File: src/hdl/fmrb_pkg.sv
// ----------------------------------------------------------------------------
// fmrb_pkg
// types and constants shared by the framed message ring buffer
// ----------------------------------------------------------------------------
package fmrb_pkg;

   localparam int TAG_BYTES = 6;

   typedef enum logic [2:0] {
      FUNC_PUT    = 3'd0,
      FUNC_SAVE   = 3'd1,
      FUNC_UNDO   = 3'd2,
      FUNC_REMOVE = 3'd3,
      FUNC_READ   = 3'd4
   } func_type;

   typedef struct packed {
      logic [2:0]  func;
      logic [7:0]  data_byte;
      logic [31:0] timestamp;
      logic [7:0]  target_index;
      logic [9:0]  read_offset;
   } req_type;

   typedef struct packed {
      logic [7:0]  read_byte;
      logic        read_valid;
      logic        has_messages;
      logic [10:0] committed_bytes;
      logic [6:0]  open_bytes;
      logic [7:0]  last_seq;
      logic        removed_ok;
   } rsp_type;

   typedef enum logic [3:0] {
      ST_IDLE,
      ST_ROOM,
      ST_APPEND,
      ST_SCAN_REQ,
      ST_SCAN_CHK,
      ST_READ_REQ,
      ST_READ_WAIT,
      ST_DONE
   } state_type;

   // controller to datapath
   typedef struct packed {
      logic load_req;
      logic start_scan;
      logic scan_read;
      logic scan_step;
      logic append_step;
      logic put_char;
      logic undo;
      logic save_drop;
      logic read_issue;
      logic read_take;
   } cmd_type;

   // datapath to controller
   typedef struct packed {
      logic need_room;
      logic scan_end;
      logic scan_hit;
      logic append_last;
      logic open_full;
      logic open_empty;
      logic have_commit;
   } sts_type;

endpackage

File: src/hdl/fmrb_ctrl.sv
// ----------------------------------------------------------------------------
// fmrb_ctrl
// sequencing state machine for the framed message ring buffer
// ----------------------------------------------------------------------------
module fmrb_ctrl (
   input  logic               clock,
   input  logic               reset,
   input  logic               req_valid,
   output logic               req_stall,
   input  fmrb_pkg::req_type  req_data,
   output logic               rsp_valid,
   input  logic               rsp_stall,
   output fmrb_pkg::cmd_type  cmd,
   input  fmrb_pkg::sts_type  sts
);

   fmrb_pkg::state_type state_ff, state_in;
   logic [2:0]          func_ff, func_in;
   logic                room_ff, room_in;
   logic                rsp_valid_ff, rsp_valid_in;

   wire accept = req_valid && !req_stall;

   assign req_stall = (state_ff != fmrb_pkg::ST_IDLE) || rsp_valid_ff;
   assign rsp_valid = rsp_valid_ff;

   always_ff @(posedge clock) begin
      if (reset) begin
         state_ff     <= fmrb_pkg::ST_IDLE;
         rsp_valid_ff <= 1'b0;
      end else begin
         state_ff     <= state_in;
         rsp_valid_ff <= rsp_valid_in;
      end
      func_ff <= func_in;
      room_ff <= room_in;
   end

   always_comb begin
      state_in     = state_ff;
      func_in      = func_ff;
      room_in      = room_ff;
      rsp_valid_in = rsp_valid_ff && rsp_stall;
      case (state_ff)
         fmrb_pkg::ST_IDLE: begin
            if (accept) begin
               func_in = req_data.func;
               room_in = 1'b0;
               case (req_data.func)
                  fmrb_pkg::FUNC_PUT: begin
                     if (req_data.data_byte != 8'd0 && sts.open_empty) begin
                        state_in = fmrb_pkg::ST_ROOM;
                        room_in  = 1'b1;
                     end else begin
                        state_in = fmrb_pkg::ST_DONE;
                     end
                  end
                  fmrb_pkg::FUNC_SAVE: begin
                     if (sts.open_full) begin
                        state_in = fmrb_pkg::ST_DONE;
                     end else if (sts.open_empty) begin
                        state_in = fmrb_pkg::ST_ROOM;
                        room_in  = 1'b1;
                     end else begin
                        state_in = fmrb_pkg::ST_APPEND;
                     end
                  end
                  fmrb_pkg::FUNC_REMOVE: begin
                     state_in = sts.have_commit ? fmrb_pkg::ST_SCAN_REQ :
                                                  fmrb_pkg::ST_DONE;
                  end
                  fmrb_pkg::FUNC_READ: state_in = fmrb_pkg::ST_READ_REQ;
                  default:             state_in = fmrb_pkg::ST_DONE;
               endcase
            end
         end
         fmrb_pkg::ST_ROOM: begin
            if (sts.need_room) begin
               state_in = fmrb_pkg::ST_SCAN_REQ;
            end else if (func_ff == fmrb_pkg::FUNC_SAVE) begin
               state_in = fmrb_pkg::ST_APPEND;
            end else begin
               state_in = fmrb_pkg::ST_DONE;
            end
         end
         fmrb_pkg::ST_SCAN_REQ: state_in = fmrb_pkg::ST_SCAN_CHK;
         fmrb_pkg::ST_SCAN_CHK: begin
            if (sts.scan_hit) begin
               state_in = room_ff ? fmrb_pkg::ST_ROOM : fmrb_pkg::ST_DONE;
            end else if (sts.scan_end) begin
               if (!room_ff) begin
                  state_in = fmrb_pkg::ST_DONE;
               end else if (func_ff == fmrb_pkg::FUNC_SAVE) begin
                  state_in = fmrb_pkg::ST_APPEND;
               end else begin
                  state_in = fmrb_pkg::ST_DONE;
               end
            end else begin
               state_in = fmrb_pkg::ST_SCAN_REQ;
            end
         end
         fmrb_pkg::ST_APPEND: begin
            if (sts.append_last) state_in = fmrb_pkg::ST_DONE;
         end
         fmrb_pkg::ST_READ_REQ:  state_in = fmrb_pkg::ST_READ_WAIT;
         fmrb_pkg::ST_READ_WAIT: state_in = fmrb_pkg::ST_DONE;
         fmrb_pkg::ST_DONE: begin
            state_in     = fmrb_pkg::ST_IDLE;
            rsp_valid_in = 1'b1;
         end
         default: state_in = fmrb_pkg::ST_IDLE;
      endcase
   end

   always_comb begin
      cmd = '0;
      case (state_ff)
         fmrb_pkg::ST_IDLE: begin
            cmd.load_req = accept;
            if (accept) begin
               cmd.put_char  = (req_data.func == fmrb_pkg::FUNC_PUT) &&
                               (req_data.data_byte != 8'd0) && !sts.open_empty;
               cmd.undo      = (req_data.func == fmrb_pkg::FUNC_UNDO);
               cmd.save_drop = (req_data.func == fmrb_pkg::FUNC_SAVE) && sts.open_full;
            end
         end
         fmrb_pkg::ST_ROOM: begin
            cmd.start_scan = sts.need_room;
            cmd.put_char   = !sts.need_room && (func_ff == fmrb_pkg::FUNC_PUT);
         end
         fmrb_pkg::ST_SCAN_REQ: cmd.scan_read = 1'b1;
         fmrb_pkg::ST_SCAN_CHK: begin
            cmd.scan_step = 1'b1;
            cmd.put_char  = room_ff && sts.scan_end && !sts.scan_hit &&
                            (func_ff == fmrb_pkg::FUNC_PUT);
         end
         fmrb_pkg::ST_APPEND:    cmd.append_step = 1'b1;
         fmrb_pkg::ST_READ_REQ:  cmd.read_issue = 1'b1;
         fmrb_pkg::ST_READ_WAIT: cmd.read_take = 1'b1;
         default:                cmd = '0;
      endcase
   end

   assert property (@(posedge clock) disable iff (reset)
      rsp_valid_ff |-> state_ff == fmrb_pkg::ST_IDLE)
      else $error("result pending while busy");
   assert property (@(posedge clock) disable iff (reset)
      state_ff == fmrb_pkg::ST_DONE |=> rsp_valid_ff)
      else $error("done without result");
   assert property (@(posedge clock) disable iff (reset)
      state_ff == fmrb_pkg::ST_SCAN_REQ |=> state_ff == fmrb_pkg::ST_SCAN_CHK)
      else $error("scan sequencing broken");

endmodule

File: config.mk
export PLATFORM = sky130hd
export DESIGN_NAME = fmrb_ctrl
export DESIGN_NICKNAME = d
export VERILOG_FILES = /design/src/hdl/fmrb_pkg.sv /design/src/hdl/fmrb_ctrl.sv
export SDC_FILE = /design/constraint.sdc
export NUM_CORES = 1
export LEC_CHECK = 0
export ABC_AREA = 1
export BUFFER_PORTS_ARGS = -buffer_cell sky130_fd_sc_hd__buf_2
export CAP_MARGIN = 20
export CORE_ASPECT_RATIO = 1.25
export CORE_UTILIZATION = 31
export DETAILED_ROUTE_END_ITERATION = 7
export PLACE_DENSITY = 0.86
export SETUP_SLACK_MARGIN = 0.02
export SLEW_MARGIN = 5
export SYNTH_ARGS = -nofsm -noshare
export SYNTH_HDL_FRONTEND = slang
export SYNTH_SLANG_ARGS = --single-unit
File: constraint.sdc
create_clock -name clock -period 1.8 [get_ports clock]
set_input_delay 0.09 -clock clock [delete_from_list [all_inputs] [get_ports clock]]
set_output_delay 0.09 -clock clock [all_outputs]
set_load 0.01 [all_outputs]
== Word level (Yosys, flattened, before mapping) ==
Cells that the tools add are included.
Operators by class
  equality and inequality tests: 14
  multiplexer cells: 29
  reductions and logical operators: 22
Operators by type and width (count)
  $pmux 4 s7: 1
  $mux 3: 8
  $eq 4x3->1 const B: 4
  $mux 4: 4
  $pmux 4 s4: 1
  $mux 1: 11
  $logic_and 1x1->1: 10
  $eq 4x2->1 const B: 2
  $reduce_bool 8->1: 1
  $eq 3x1->1 const B: 2
  $eq 3x2->1 const B: 2
  $logic_not 3->1: 2
  $eq 4x1->1 const B: 1
  $logic_not 1->1: 4
  $logic_not 4->1: 1
  $mux 2: 2
  $ne 2x2->1 const B: 2
  $reduce_and 2->1: 2
  $reduce_bool 4->1: 1
  $eq 3x3->1 const B: 1
  $pmux 1 s3: 1
  $pmux 1 s2: 1
  $logic_or 1x1->1: 1
Storage, ports and cells
  register bits after elaboration: 9
  bits of input ports: 72
  word-level logic and storage cells: 69

== Logic depth before layout (Yosys ltp) ==
  depth in word-level cells: 6
  depth in mapped cells: 11

== Worst setup path before layout ==
OpenSTA, ideal clock, no wires.
  kind: register to output
  start point: reg state_ff[0]
  end point: out cmd[3] in the netlist's numbering
  data arrival time: 1.270 ns
  required time: 1.710 ns
  path slack: 0.440 ns
  cell stages (with the launch flop): 8
  cells stage by stage: dfxtp_1 -> inv_2 -> nand2_4 -> nor2_8 -> nand2_4 -> nor2_4 -> inv_2 -> nor4_1
RTL lines
  start, declared: line fmrb_ctrl.sv:17  | fmrb_pkg::state_type state_ff, state_in;
  start signal, assigned: line fmrb_ctrl.sv:29  | state_ff <= fmrb_pkg::ST_IDLE;
  start signal, assigned: line fmrb_ctrl.sv:32  | state_ff <= state_in;
  end, declared: line fmrb_ctrl.sv:13  | output fmrb_pkg::cmd_type cmd,

==> reports/results.txt <==
After clock tree synthesis, the repair step resized 0 gates. The tools report the arrival time at the worst endpoint as 1.55 ns. Dominant register cell in the synthesized netlist: sky130_fd_sc_hd__edfxtp_1.

The synthesized design contains 8 register bits. Count of yosys warnings during synthesis: 0. The worst setup path is launched from a flop. Once detail routing completed, the nets flagged for antenna violations numbered 0.

For the met3 layer usage reported by global route, the log shows 0.0235. The number of levels the H-tree was split into was 1. Clock skew on the completed layout was measured at 0.00405 ns. The clock drives 8 sinks. The worst path in the final design needs a cycle of 1.64 ns, including I/O delays and setup.

In this run the most used layer during global routing was met2. Async set-reset flop share out of synthesis: 0. For the global-route usage over all layers, the log shows 0.138. Clock tree synthesis inserted a total of 3 buffers. The clock slew at the register clock pins of the worst setup and hold paths came out at 0.05 ns.

The design draws 1.22 mW. Startpoint of the most critical setup path: state_ff[0]$_SDFFE_PP0P_. For the placed instance count, the log shows 156. The routed layout has 786 vias. In this run the worst path has a maximum fanout of 7. The run finished, with violations left.

The final reports fail on DRC. For the cell row count, the log shows 18. The total grt overflow is 0, and the routed wirelength normalized by instance count is 9.74 µm. The logs give 1560 µm for the final routed wirelength across all metal layers and 0.796 for the placer's final routability congestion estimate.

The run gives 609 MHz as the achievable frequency. The run gives 0.789 as the worst slew slack as a fraction of its limit. Before antenna repair, the detailed router went through 6 iterations. In the final design database the tool counted 213 nets. The worst register-to-register path has a setup slack of 0.37 ns.

84 I/O pins were placed. The detail-routed via count per cell works out to 4.91. TritonCTS built the clock tree. Starting density of the core: 0.330.

Summed over all failing endpoints, the final setup total negative slack is 0 ns. The worst hold path passes through 2 cells. In this run the worst setup path terminates at cmd[4].

In this run the static leakage power is 0.473 nW. The count of buffers added on input and output ports is 33. For the starting DRC count in detailed routing, the log shows 27.

For the insertion delay of the later-clocked pin in the worst-skew pair, the log shows 0.26 ns. Setup repair after global routing left no endpoint under its margin. The run gives 0 as the total count of hold-check failures in the final report.

Worst min-delay path class: primary input to flop. The core region is 2000 µm². The reg-to-reg critical path endpoint is state_ff[1]$_SDFFE_PP0P_. After technology mapping, the gate count stands at 103. The first global-routing pass estimated 2380 µm of wire.

Measured along the y axis, the die boundary spans 53.7 µm. Share of post-route cells with drive strength above 1: 0.343. Leaving out filler cells and counting taps, the final layout contains 160. Sequential element share of the synthesized area: 0.302.

The repair_antennas step left the layout with diodes totalling 0. The number of setup buffers added after CTS is 0. Setup violations remaining at the end of the flow were counted as 0.

In the routed design, unresolved DRC markers number 2. The logs give 8 for the pin count of the biggest net entering global routing and 662 µm² for the synthesized area. For the data required time of the critical path, the log shows 1.71 ns. Timing analysis after detailed placement gives a worst setup slack of 0.376 ns. The count of pins over their slew limit was 0; the die area was 2330 µm². In the layout the commonest cells are 33 x sky130_fd_sc_hd__buf_2, 24 x sky130_fd_sc_hd__nand2_1, 16 x sky130_fd_sc_hd__nor2_1.

The met1 capacity usage during global routing came out at 0.170. The tools report the kind of capture point of the worst setup path as an output pin. For the initial antenna violation count, the log shows 0.

The clock tree root driver cell was sky130_fd_sc_hd__clkbuf_4. The slew of the pin with the lowest slew margin was 0.316 ns. In this run the power density over the cells is 1380 nW/µm².

The tools report the detailed placer's ending HPWL as 1280 µm. Commonest non-fill, non-tap cell in the layout: sky130_fd_sc_hd__buf_2. The met2 usage in global routing was 0.220. The type of the worst setup path was flop to output pin. The synthesized area divided by synthesized cell count is 6.43 µm². For this design, the CTS-stage hold fixing added 0 buffers. The via count of the first global-routing pass is 606. The maximum vdd drop is 0.648 mV, and the max capacitance violation total is 0. The worst register-to-register path begins at state_ff[0]$_SDFFE_PP0P_. Counting distinct cell types in the post-synthesis netlist gives 22.

The clock passes through at most 2 buffers. The slack of the critical path was 0.159 ns; the worst slack on hold paths was 0.0375 ns. The layout-stage area growth over the synthesis result is 32.7%, and the share of the clock period used by the worst path after layout is 0.912. The die extent in x was 43.3 µm; the count of cells along the worst register-to-register path was 11. The count of flip-flops with a built-in enable after synthesis was 4. Counting every net in the synthesized netlist gives 175.
[layer usage]
layer / share of wire / up-vias
li1: - / 408
met1: 0.43 / 327
met2: 0.45 / 47
met3: 0.10 / 4
met4: 0.021 / 0
met5: 0 / -
[sequential cells by signal (all words and copies together) (netlist names)]
signal,flops
func_ff,3
state_ff,3
room_ff,1
rsp_valid,1
[cells by family (layout without fill, tap and decap cells)]
family | Yosys count | in the layout | synth area share
DFF | 8 | 8 | 0.302
AOI/OAI and AO/OA | 16 | 16 | 0.140
and+or+nand+nor | 58 | 58 | 0.431
buffers and inverters | 21 | 58 | 0.127
[worst max-delay path: stages, from the launching register on]
cell	delay, ns
sky130_fd_sc_hd__dfxtp_1	0.35
sky130_fd_sc_hd__inv_2	0.08
sky130_fd_sc_hd__nand2_4	0.08
sky130_fd_sc_hd__nor2_8	0.12
sky130_fd_sc_hd__nand2_4	0.06
sky130_fd_sc_hd__nor2_4	0.18
sky130_fd_sc_hd__o2111ai_1	0.17
sky130_fd_sc_hd__o21ai_1	0.11
sky130_fd_sc_hd__buf_2	0.14
[cells in the mapped netlist (4+ instances only)]
library cell,n,share of area
sky130_fd_sc_hd__nand2_1,24,0.14
sky130_fd_sc_hd__nor2_1,16,0.091
sky130_fd_sc_hd__inv_1,15,0.085
sky130_fd_sc_hd__nand3_1,7,0.053
sky130_fd_sc_hd__a21oi_1,6,0.045
sky130_fd_sc_hd__inv_2,5,0.028
sky130_fd_sc_hd__dfxtp_1,4,0.12
sky130_fd_sc_hd__edfxtp_1,4,0.18
sky130_fd_sc_hd__o21ai_1,4,0.030
[layout make-up]
class	instances	area, µm²
clock buffer	4	26.3
fill	200	1130
inverter	21	83.8
multi-input combinational	74	378
sequential	8	200
tap	20	25.0
timing repair buffer	33	165
[power breakdown]
| part | total, mW | internal (mW) | leakage (nW) | switching, mW |
|---|---|---|---|---|
| Combinational | 0.753 | 0.281 | 0.387 | 0.471 |
| Clock | 0.146 | 0.0848 | 0.0150 | 0.0614 |
| Sequential | 0.318 | 0.255 | 0.0709 | 0.0630 |
| Total | 1.22 | 0.621 | 0.473 | 0.596 |
[per-stage QoR]
stage	util	instance area, µm²
after global placement	0.425	852
final	0.438	878
after detailed placement	0.425	852
after global routing	0.438	878
after floorplan	-	662
after CTS	0.438	878
[worst min-delay path by stage]
stage / to / startpoint / slack, ns
2_1_floorplan: rsp_valid$_SDFF_PP0_ / reset / 0.16
3_3_place_gp: rsp_valid$_SDFF_PP0_ / reset / 0.30
3_5_place_dp: rsp_valid$_SDFF_PP0_ / reset / 0.30
4_1_cts: rsp_valid$_SDFF_PP0_ / reset / 0.03
5_1_grt: state_ff[1]$_SDFFE_PP0P_ / reset / 0.05
6_report: rsp_valid$_SDFF_PP0_ / reset / 0.04
Note: power is estimated with default switching activity, not from simulation.
